===== src/linear_probe_hash_table_defines.svh =====
// assertion macros for the linear probe hash table
// used by the top level only
`ifndef LINEAR_PROBE_HASH_TABLE_DEFINES_SVH
`define LINEAR_PROBE_HASH_TABLE_DEFINES_SVH
// property that must hold every clock outside reset
`define LPHT_ASSERT(label, prop, msg) \
  label: assert property (@(posedge clk) disable iff (!rst_n) (prop)) else $error(msg);
// implication whose consequent is checked in the next cycle
`define LPHT_ASSERT_NEXT(label, ante, cons, msg) \
  label: assert property (@(posedge clk) disable iff (!rst_n) (ante) |=> (cons)) \
    else $error(msg);
`endif


===== src/lpht_pkg.sv =====
// shared types and constants for the linear probe hash table
// no dependencies
package lpht_pkg;
  localparam int SLOTS      = 128;
  localparam int SLOT_W     = $clog2(SLOTS);
  localparam int KEY_BITS   = 32;
  localparam int VALUE_BITS = 32;
  localparam int CNT_W      = 7;
  localparam int HASH_W     = 64;
  localparam int TAG_W      = 7;
  localparam int ST_W       = 3;
  localparam int OP_W       = 2;
  localparam int QDEPTH     = 2;

  localparam logic [7:0] CTRL_EMPTY   = 8'h80;
  localparam logic [7:0] CTRL_DELETED = 8'hFE;
  localparam logic [CNT_W-1:0] MAX_OCC_RESET = 7'd96;

  localparam logic [OP_W-1:0] OP_LOOKUP = 2'd0;
  localparam logic [OP_W-1:0] OP_INSERT = 2'd1;
  localparam logic [OP_W-1:0] OP_DELETE = 2'd2;

  localparam logic [ST_W-1:0] ST_FOUND     = 3'd0;
  localparam logic [ST_W-1:0] ST_INSERTED  = 3'd1;
  localparam logic [ST_W-1:0] ST_NOT_FOUND = 3'd2;
  localparam logic [ST_W-1:0] ST_DELETED   = 3'd3;
  localparam logic [ST_W-1:0] ST_FULL      = 3'd4;

  // classified item handed from front to back
  typedef struct packed {
    logic [OP_W-1:0]       op;
    logic [KEY_BITS-1:0]   key;
    logic [TAG_W-1:0]      tag;
    logic [SLOT_W-1:0]     start;
    logic [VALUE_BITS-1:0] value;
  } lpht_cmd_t;
endpackage


===== src/lpht_front.sv =====
// front: accepts items, classifies op and hash, queues them for the back
// depends on lpht_pkg
module lpht_front (
  input  logic                        clk,
  input  logic                        rst_n,
  input  logic                        start,
  output logic                        busy,
  input  logic [lpht_pkg::OP_W-1:0]       in_op,
  input  logic [lpht_pkg::KEY_BITS-1:0]   in_key,
  input  logic [lpht_pkg::HASH_W-1:0]     in_hash,
  input  logic [lpht_pkg::VALUE_BITS-1:0] in_value,
  output logic                        cmd_valid,
  output lpht_pkg::lpht_cmd_t         cmd,
  input  logic                        cmd_pop
);
  import lpht_pkg::*;

  lpht_cmd_t q_r [QDEPTH];
  logic      rd_ptr_r, rd_ptr_nxt, wr_ptr_r, wr_ptr_nxt;
  logic [1:0] cnt_r, cnt_nxt;
  logic      push;
  lpht_cmd_t in_cmd;

  // classify: op 3 behaves as lookup
  always_comb begin
    in_cmd.op    = (in_op == OP_INSERT || in_op == OP_DELETE) ? in_op : OP_LOOKUP;
    in_cmd.key   = in_key;
    in_cmd.tag   = in_hash[TAG_W-1:0];
    in_cmd.start = in_hash[TAG_W +: SLOT_W];
    in_cmd.value = in_value;
  end

  assign busy      = (cnt_r == 2'(QDEPTH));
  assign push      = start && !busy;
  assign cmd_valid = (cnt_r != 2'd0);
  assign cmd       = q_r[rd_ptr_r];

  // queue pointers
  always_comb begin
    wr_ptr_nxt = push ? !wr_ptr_r : wr_ptr_r;
    rd_ptr_nxt = cmd_pop ? !rd_ptr_r : rd_ptr_r;
    cnt_nxt    = cnt_r + 2'(push) - 2'(cmd_pop);
  end

  always_ff @(posedge clk) begin
    if (!rst_n) begin
      rd_ptr_r <= 1'b0;
      wr_ptr_r <= 1'b0;
      cnt_r    <= 2'd0;
    end else begin
      rd_ptr_r <= rd_ptr_nxt;
      wr_ptr_r <= wr_ptr_nxt;
      cnt_r    <= cnt_nxt;
    end
  end

  // queue storage
  always_ff @(posedge clk) begin
    if (push) q_r[wr_ptr_r] <= in_cmd;
  end
endmodule


===== config.mk =====
export PLATFORM = sky130hd
export DESIGN_NAME = lpht_front
export DESIGN_NICKNAME = d
export VERILOG_FILES = /design/src/linear_probe_hash_table_defines.svh /design/src/lpht_pkg.sv /design/src/lpht_front.sv
export SDC_FILE = /design/constraint.sdc
export NUM_CORES = 1
export LEC_CHECK = 0
export CORE_MARGIN = 2
export CORE_UTILIZATION = 40
export CTS_BUF_LIST = sky130_fd_sc_hd__clkbuf_4 sky130_fd_sc_hd__clkbuf_8
export DETAILED_ROUTE_END_ITERATION = 16
export DONT_BUFFER_PORTS = 1
export GPL_TIMING_DRIVEN = 0
export PLACE_DENSITY = 0.65
export SYNTH_ARGS = -nofsm -noshare
export SYNTH_HDL_FRONTEND = slang
export SYNTH_SLANG_ARGS = --single-unit

===== constraint.sdc =====
create_clock -name clk -period 10.9 [get_ports clk]
set_input_delay 1.635 -clock clk [delete_from_list [all_inputs] [get_ports clk]]
set_output_delay 1.635 -clock clk [all_outputs]
set_load 0.005 [all_outputs]

==> metrics.md, run 1 <==
| Metric | Value |
|---|---|
| Status | `completed` |
| Post-synthesis sequential area ratio | `76.44%` |
| Mean Syn Cell Area | `23.25 sq um` |
| Clock tree buffer depth | `2` |
| Post-CTS setup repair buffer count | `0` |
| First-pass GRT wire length | `14410 um` |
| Worst setup margin | `7.773 ns` |
| RR Startpoint | `cnt_r[0]` |
| Worst VDD drop | `0.1274 mV` |
| Pre-CTS setup slack | `7.766 ns` |
| CTS tree | `yes` |
| GRT Residual Overflow | `0` |
| Unrepaired setup endpoints after global routing | `false` |
| 1st-iter DRT viols | `117` |
| Synth warn | `0` |
| Tot GR Track Use | `12.04%` |
| Routed vias | `2442` |
| Layout Utilization | `45.02%` |
| Cells after synthesis | `276` |
| Setup crit start kind | `flip-flop` |
| Number of max-cap violations | `0` |
| # DRC | `0` |
| Core Rows | `46` |
| Placed Area | `0.006759 sq mm` |
| Count of cell types in the netlist | `17` |
| Worst r2r dst | `q_r[0][23]` |
| Number of iterations in the first detailed-routing pass | `4` |
| Post-route setup TNS | `0 ns` |
| Clk_skew | `0.009898 ns` |
| Worst Path Max Fanout | `10` |
| WL/cell | `19.65 um` |
| Fin. max-slew vios | `0` |
| Yosys reg bits | `165` |
| Die height | `130.7 um` |
| Antenna diodes | `0` |
| I/O pin count | `216` |
| Vias per cell | `4.634` |
| Fmax | `319.7 MHz` |
| Syn_nets | `412` |
| CTS Root Buffer Type | `clkbuf_8` |
| Pwr/cell area | `201.4 mW/mm^2` |
| Layout Nets | `434` |
| Path depth of the worst reg2reg path | `4` |
| Synth top area share | `74.88%` |
| R2r setup slk | `8.92 ns` |
| Total Power | `1.430 mW` |
| DIE AREA | `0.01707 sq mm` |
| Final Cell Area | `0.007099 sq mm` |
| Port Buffers | `0` |
| Syn-to-layout area delta | `10.65%` |
| Critical path required time | `9.27 ns` |
| Crit path to | `cmd[64]` |
| Final period util | `28.69%` |
| Clk slew on worst S/H paths | `0.08 ns` |
| Latest clock arrival within the worst-skew pair | `0.44 ns` |
| Layout cell share with drive strength beyond 1 | `40.51%` |
| Min Clock Period, post-route | `3.127 ns` |
| Core Box Area | `0.01577 sq mm` |
| Die W | `130.7 um` |
| RePlAce Congestion | `0.6228` |
| PostCTS Resize Cnt | `0` |
| H-tree depth | `4` |
| Crit Path Category | `reg2out` |
| Leak | `2.492 nW` |
| Yosys top cell by area | `edfxtp_1` |
| Critical Path AT | `1.49 ns` |
| Final setup vio count | `0` |
| Post-route ant nets | `0` |
| Hold buffers post-CTS | `0` |
| HP Class | `reg2reg` |
| Worst-Margin Slew | `0.8827 ns` |
| Placed insts | `495` |
| Final hold vios | `0` |
| Largest net degree at the start of global routing | `43` |
| Initial core utilization | `40.69%` |
| Routed wire length | `10360 um` |
| Non-filler cells, final | `527` |
| Number of global-route vias before repair | `2584` |
| Rel. slew slack | `41.01%` |
| Synth area leaders | `edfxtp_1, mux2_4, buf_12` |
| WHS | `0.5144 ns` |
| Hpwl dp | `7095 um` |
| Synth Cell Area | `0.006416 sq mm` |
| Initial antenna violation count | `0` |
| Most frequent cells in the layout | `edfxtp_1, mux2_4, clkbuf_8` |
| Most common cell after layout, fill and taps aside | `edfxtp_1` |
| Total CTS buffers | `17` |
| Critical Path Sink Type | `primary output` |
| Number of clock sinks | `165` |
-- critical path, stage by stage (launching register included) --
cell and delay, ns:
dfxtp_1 0.33, buf_6 0.22, buf_12 0.18, mux2_4 0.33
-- cells in the mapped netlist --
| cell | count |
|---|---|
| mux2_4 | 80 |
| ha_1 | 2 |
| nand2_1 | 2 |
| mux2i_1 | 1 |
| inv_1 | 3 |
| buf_12 | 8 |
| or2_2 | 1 |
| nor2_1 | 4 |
| xor2_1 | 1 |
| and3_1 | 1 |
| edfxtp_1 | 160 |
| and2_1 | 1 |
| nand2b_1 | 2 |
| dfxtp_1 | 5 |
| buf_6 | 1 |
| nor2b_1 | 2 |
| xnor2_1 | 2 |
-- where the power goes --
group          internal (mW)  switching, mW
clock network          0.171          0.204
registers              0.803         0.0227
logic                  0.114          0.115
-- layout make-up --
cell class	instances	area [sq um]
buffer	9	171.4
inverter	3	11.26
timing repair buffer	3	60.06
multi-input combinational	99	1341
fill	1352	8671
clock inverter	10	62.56
clock buffer	22	277.8
tap	216	270.3
sequential	165	4905
-- cells by family after synthesis --
kind of cell	after synthesis	synth area share, %
flops	165	76.44
mux	81	18.88
simple gates	13	1.034
buf+inv	12	2.847
xor+xnor	3	0.4096
fa+ha+maj	2	0.3900
-- how the worst min path moves through the flow --
stage          startpoint   endpoint  slack [ns]  cells after the start
2_1_floorplan    wr_ptr_r   wr_ptr_r        0.45                      2
3_3_place_gp     wr_ptr_r   wr_ptr_r        0.46                      2
3_5_place_dp     rd_ptr_r  flip-flop        0.50                      2
4_1_cts          rd_ptr_r  flip-flop        0.53                      2
5_1_grt          rd_ptr_r  flip-flop        0.57                      2
6_report         rd_ptr_r  flip-flop        0.51                      2
-- registers in the layout (all words and copies together) (netlist names), named ones only --
name      flops
cnt_r         2
wr_ptr_r      1
q_r         160
rd_ptr_r      1
-- routing by layer --
metal	share of wire, %	GRT usage, %	up-vias
li1	-	-	1118
met4	1.6	5.757	0
met5	0	0	-
met2	51	19.85	106
met1	36	11.96	1207
met3	12	7.533	11
(Power assumes the default switching activity.)
==> run 2, diff against run 1 <==
==> constraint.sdc (replaced) <==
create_clock -name clk -period 2.9 [get_ports clk]
set_input_delay 0.435 -clock clk [delete_from_list [all_inputs] [get_ports clk]]
set_output_delay 0.435 -clock clk [all_outputs]
set_load 0.005 [all_outputs]
==> run 2 against run 1 <==
Effect of this change: wire length decreased by 1.9%; die area unchanged; global-route usage about the same; critical path type unchanged.
==> metrics.md, run 2 (synthesized netlist as in run 1, its figures left out) <==
| Metric | Value |
|---|---|
| Critical Path Sink Type | `primary output` |
| Critical path required time | `2.47 ns` |
| Post-route setup TNS | `0 ns` |
| Hpwl dp | `6951 um` |
| Most frequent cells in the layout | `edfxtp_1, mux2_4, clkbuf_8` |
| Number of iterations in the first detailed-routing pass | `4` |
| Worst VDD drop | `0.3624 mV` |
| Pre-CTS setup slack | `0.9686 ns` |
| Max FFs per register | `160` |
| HP Class | `in2reg` |
| Rel. slew slack | `62.70%` |
| CP cell instances | `buf_6 -> buf_12 -> mux2_4` |
| Initial core utilization | `40.69%` |
| CTS tree | `yes` |
| Slowest cell on crit path | `dfxtp_1` |
| Min Clock Period, post-route | `1.925 ns` |
| # DRC | `0` |
| Total CTS buffers | `17` |
| Latest clock arrival within the worst-skew pair | `0.44 ns` |
| Placed insts | `496` |
| Crit Path Category | `reg2out` |
| Fmax | `519.5 MHz` |
| Leak | `2.531 nW` |
| DIE AREA | `0.01707 sq mm` |
| Largest delay contributor family on the critical path | `buffers and inverters` |
| Number of global-route vias before repair | `2611` |
| Worst setup margin | `0.9751 ns` |
| Critical Path AT | `1.49 ns` |
| Die W | `130.7 um` |
| First-pass GRT wire length | `14530 um` |
| Layout Nets | `435` |
| Clk_skew | `0.01030 ns` |
| Post-route ant nets | `0` |
| Most common cell after layout, fill and taps aside | `edfxtp_1` |
| PostCTS Resize Cnt | `0` |
| Worst Path Max Fanout | `10` |
| WP buf/inv | `2` |
| Number of clock sinks | `165` |
| Final hold vios | `0` |
| Layout cell share with drive strength beyond 1 | `40.71%` |
| Total Power | `5.659 mW` |
| RePlAce Congestion | `0.6330` |
| WHS | `0.08543 ns` |
| Core Box Area | `0.01577 sq mm` |
| Initial antenna violation count | `0` |
| Final setup vio count | `0` |
| Clock tree buffer depth | `2` |
| Largest Register | `q_r` |
| CP peak stage delay | `0.33 ns` |
| 1st-iter DRT viols | `106` |
| CTS Root Buffer Type | `clkbuf_8` |
| Fin. max-slew vios | `0` |
| Worst-Margin Slew | `0.5582 ns` |
| Antenna diodes | `0` |
| Vias per cell | `4.648` |
| Routed vias | `2454` |
| Die height | `130.7 um` |
| Final period util | `66.38%` |
| Syn-to-layout area delta | `12.29%` |
| H-tree depth | `4` |
| GRT Residual Overflow | `0` |
| Port Buffers | `0` |
| Largest net degree at the start of global routing | `48` |
| Core Rows | `46` |
| I/O pin count | `216` |
| Unrepaired setup endpoints after global routing | `false` |
| Clk slew on worst S/H paths | `0.09 ns` |
| Status | `completed` |
| Setup crit start kind | `flip-flop` |
| Top Registers | `q_r: 160 flops, cnt_r: 2 flops` |
| Pwr/cell area | `785.4 mW/mm^2` |
| Post-CTS setup repair buffer count | `0` |
| Tot GR Track Use | `12.01%` |
| Routed wire length | `10160 um` |
| WL/cell | `19.25 um` |
| Hold buffers post-CTS | `0` |
| Number of max-cap violations | `0` |
| Non-filler cells, final | `528` |
run 2: cell types whose count changed in the layout (fill, tap and decap cells not counted):
cell / change
inv_6: +4
clkbuf_8: -1
bufinv_16: +3
clkbuf_4: -4
clkinv_4: -1
clkinv_2: -2
buf_16: +2
clkinvlp_4: +1
buf_12: -1
run 2: layout make-up:
type                            count  area [sq um]
Buffer                              9         171.4
Timing Repair Buffer                4         95.09
Tap cell                          216         270.3
Clock buffer                       17         234.0
Clock inverter                     15         176.4
Sequential cell                   165          4905
Fill cell                        1357          8566
Inverter                            3         11.26
Multi-Input combinational cell     99          1341
run 2: path summary, 6_finish.rpt:
path	start	cells past startpoint	endpoint	slack [ns]
worst max-delay path	flip-flop	3	cmd[70]	0.98
worst min-delay path	in_key[11]	0	q_r[1][57]	0.09
worst max register to register	cnt_r[0]	5	q_r[0][20]	1.01
worst min register to register	rd_ptr_r	2	rd_ptr_r	0.53
run 2: power by group:
| group | switching (mW) | internal [mW] |
|---|---|---|
| logic | 0.437 | 0.451 |
| registers | 0.0834 | 3.02 |
| clock network | 0.815 | 0.854 |
run 2: per-stage QoR:
step	utilization [%]	instance area [sq um]
global placement	42.45	6694
detailed placement	43.08	6794
global route	45.68	7204
floorplan	-	6424
finish	45.68	7204
CTS	45.68	7204
run 2: layer usage:
layer	vias up	wire, um	GRT usage (%)
met5	-	0	0
met4	0	107	4.318
met3	9	1264	7.899
met2	115	5321	20.07
met1	1208	3469	12.07
li1	1122	-	-
==> run 3, diff against run 2 <==
==> constraint.sdc (replaced) <==
create_clock -name clk -period 1.9 [get_ports clk]
set_input_delay 0.285 -clock clk [delete_from_list [all_inputs] [get_ports clk]]
set_output_delay 0.285 -clock clk [all_outputs]
set_load 0.005 [all_outputs]
==> run 3 against run 2 <==
Effect of this change: global-route usage rose by 0.88 points; critical path depth did not move; register-to-register slack got worse by 0.83 ns; cell count rose by 16%; sequential share of layout area fell by 7.5 points; clock skew barely moved; design area rose by 12%; clock power rose by 67%; worst setup slack got worse by 0.86 ns; first-iteration DRC count rose by 15%; flip-flop and latch count did not move; clock-buffer cell count rose by 1; critical path type unchanged; largest power group unchanged.
==> metrics.md, run 3 (synthesized netlist as in run 1, its figures left out) <==
| Metric | Value |
|---|---|
| Status | `completed` |
| Sw Share | `23.03%` |
| RR Startpoint | `wr_ptr_r` |
| Power share of the combinational group | `17.2%` |
| Core Box Area | `0.01577 sq mm` |
| Routed wire length | `10990 um` |
| Worst-Margin Slew | `0.6808 ns` |
| Routed vias | `2790` |
| HP Class | `in2reg` |
| Antenna diodes | `0` |
| Max FFs per register | `160` |
| Tot GR Track Use | `12.89%` |
| Final period util | `93.82%` |
| Die W | `130.7 um` |
| Slowest cell on crit path | `dfxtp_1` |
| Routing usage on met1 | `13.65%` |
| Clock tree buffer depth | `2` |
| Latest clock arrival within the worst-skew pair | `0.44 ns` |
| 1st-iter DRT viols | `122` |
| Leak | `2.919 nW` |
| CTS tree | `yes` |
| Worst r2r dst | `q_r[1][28]` |
| Critical path required time | `1.62 ns` |
| # DRC | `0` |
| Total CTS buffers | `17` |
| Final Cell Area | `0.008093 sq mm` |
| Vias per cell | `4.566` |
| Placed Area | `0.006818 sq mm` |
| Number of max-cap violations | `0` |
| Post-CTS setup repair buffer count | `0` |
| Path depth of the worst reg2reg path | `2` |
| Initial antenna violation count | `1` |
| Crit Path Category | `reg2out` |
| Number of global-route vias before repair | `2996` |
| Layout Nets | `518` |
| Final hold vios | `0` |
| First-pass GRT wire length | `15690 um` |
| GRT Residual Overflow | `0` |
| Hpwl dp | `7238 um` |
| CP cell instances | `buf_6 -> buf_12 -> mux2_4` |
| CP peak stage delay | `0.33 ns` |
| DIE AREA | `0.01707 sq mm` |
| Setup crit start kind | `flip-flop` |
| Number of iterations in the first detailed-routing pass | `3` |
| Largest delay contributor family on the critical path | `buffers and inverters` |
| Fin. max-slew vios | `0` |
| Hold_sp | `start` |
| Worst VDD drop | `0.7172 mV` |
| WL/cell | `17.99 um` |
| PostCTS Resize Cnt | `0` |
| Worst Path Max Fanout | `10` |
| M2 GR Usage | `22.33%` |
| Largest net degree at the start of global routing | `59` |
| Pint | `7.004 mW` |
| Initial core utilization | `40.69%` |
| Die height | `130.7 um` |
| Top Registers | `q_r: 160 flops, cnt_r: 2 flops` |
| Clk_skew | `0.01042 ns` |
| WP buf/inv | `2` |
| Most common cell after layout, fill and taps aside | `edfxtp_1` |
| CTS Root Buffer Type | `clkbuf_8` |
| H-tree depth | `4` |
| Crit path to | `cmd[76]` |
| Layout cell share with drive strength beyond 1 | `32.66%` |
| Register share of total power | `52.2%` |
| Unrepaired setup endpoints after global routing | `false` |
| Clk slew on worst S/H paths | `0.08 ns` |
| Pwr/cell area | `1124 mW/mm^2` |
| Sw power | `2.095 mW` |
| Syn-to-layout area delta | `26.13%` |
| Fmax | `561.0 MHz` |
| Rel. slew slack | `54.57%` |
| Number of clock sinks | `165` |
| I/O pin count | `216` |
| Global routing's busiest layer | `met2` |
| Final setup vio count | `0` |
| Post-route ant nets | `0` |
| Clk pwr share | `30.6%` |
| Layout Utilization | `51.32%` |
| RePlAce Congestion | `0.6056` |
| Most frequent cells in the layout | `edfxtp_1, dlygate4sd3_1, mux2_4` |
| Critical Path Sink Type | `primary output` |
| Core Rows | `46` |
| R2r setup slk | `0.18 ns` |
| Critical Path AT | `1.50 ns` |
| Worst path depth | `3` |
| Largest Register | `q_r` |
| M3 GR Usage | `6.433%` |
| Min Clock Period, post-route | `1.783 ns` |
| Port Buffers | `0` |
==> run 3: power by group through the flow <==
stage	Combinational (mW)	Sequential (mW)	Clock (mW)
final	1.56	4.75	2.79
after global routing	1.69	4.79	3.03
after CTS	1.61	4.76	2.90
after detailed placement	1.43	4.84	0
after global placement	1.28	4.84	0
after floorplan	1.05	4.81	0
==> run 3: worst min-delay path by stage <==
stage	cells past startpoint	endpoint	slack [ns]
6_report	2	wr_ptr_r	0.09
3_5_place_dp	0	q_r[0][33]	0.38
3_3_place_gp	0	q_r[0][32]	0.38
5_1_grt	1	q_r[0][79]	0.07
2_1_floorplan	0	q_r[0][0]	0.38
4_1_cts	1	q_r[0][78]	0.001
==> run 3: area by class of cell <==
| cell class | instances | area [sq um] |
|---|---|---|
| Inverter | 3 | 11.26 |
| Multi-Input combinational cell | 100 | 1363 |
| Clock inverter | 14 | 206.4 |
| Sequential cell | 165 | 4906 |
| Buffer | 9 | 171.4 |
| Clock buffer | 18 | 241.5 |
| Timing Repair Buffer | 86 | 923.4 |
| Tap cell | 216 | 270.3 |
| Fill cell | 1296 | 7677 |
==> run 3: stage by stage <==
| stage | cells | hold slack [ns] | setup slack, ns | setup TNS (ns) | power [mW] |
|---|---|---|---|---|---|
| finish | 611 | 0.09274 | 0.1175 | 0 | 9.100 |
| global route | 611 | 0.06965 | 0.02981 | 0 | 9.509 |
| CTS | 610 | 0.001029 | 0.04517 | 0 | 9.259 |
| detailed placement | 496 | 0.3839 | -0.04513 | -0.8856 | 6.266 |
| global placement | 492 | 0.3839 | -0.8772 | -113.42 | 6.121 |
| floorplan | 276 | 0.3839 | -0.2135 | -19.22 | 5.853 |
==> run 3: layer usage <==
layer	vias up	routed length [um]	part of all wire (%)
met5	-	13	0.12
met4	2	99	0.90
met3	8	925	8.4
met2	104	5714	52
met1	1385	4239	39
li1	1291	-	-
==> run 3: what timing repair did <==
| item | in CTS | in global routing |
|---|---|---|
| hold endpoints to repair | 163 | 2 |
| hold buffers | 81 | 1 |
| endpoints found under the setup margin | 20 | 0 |
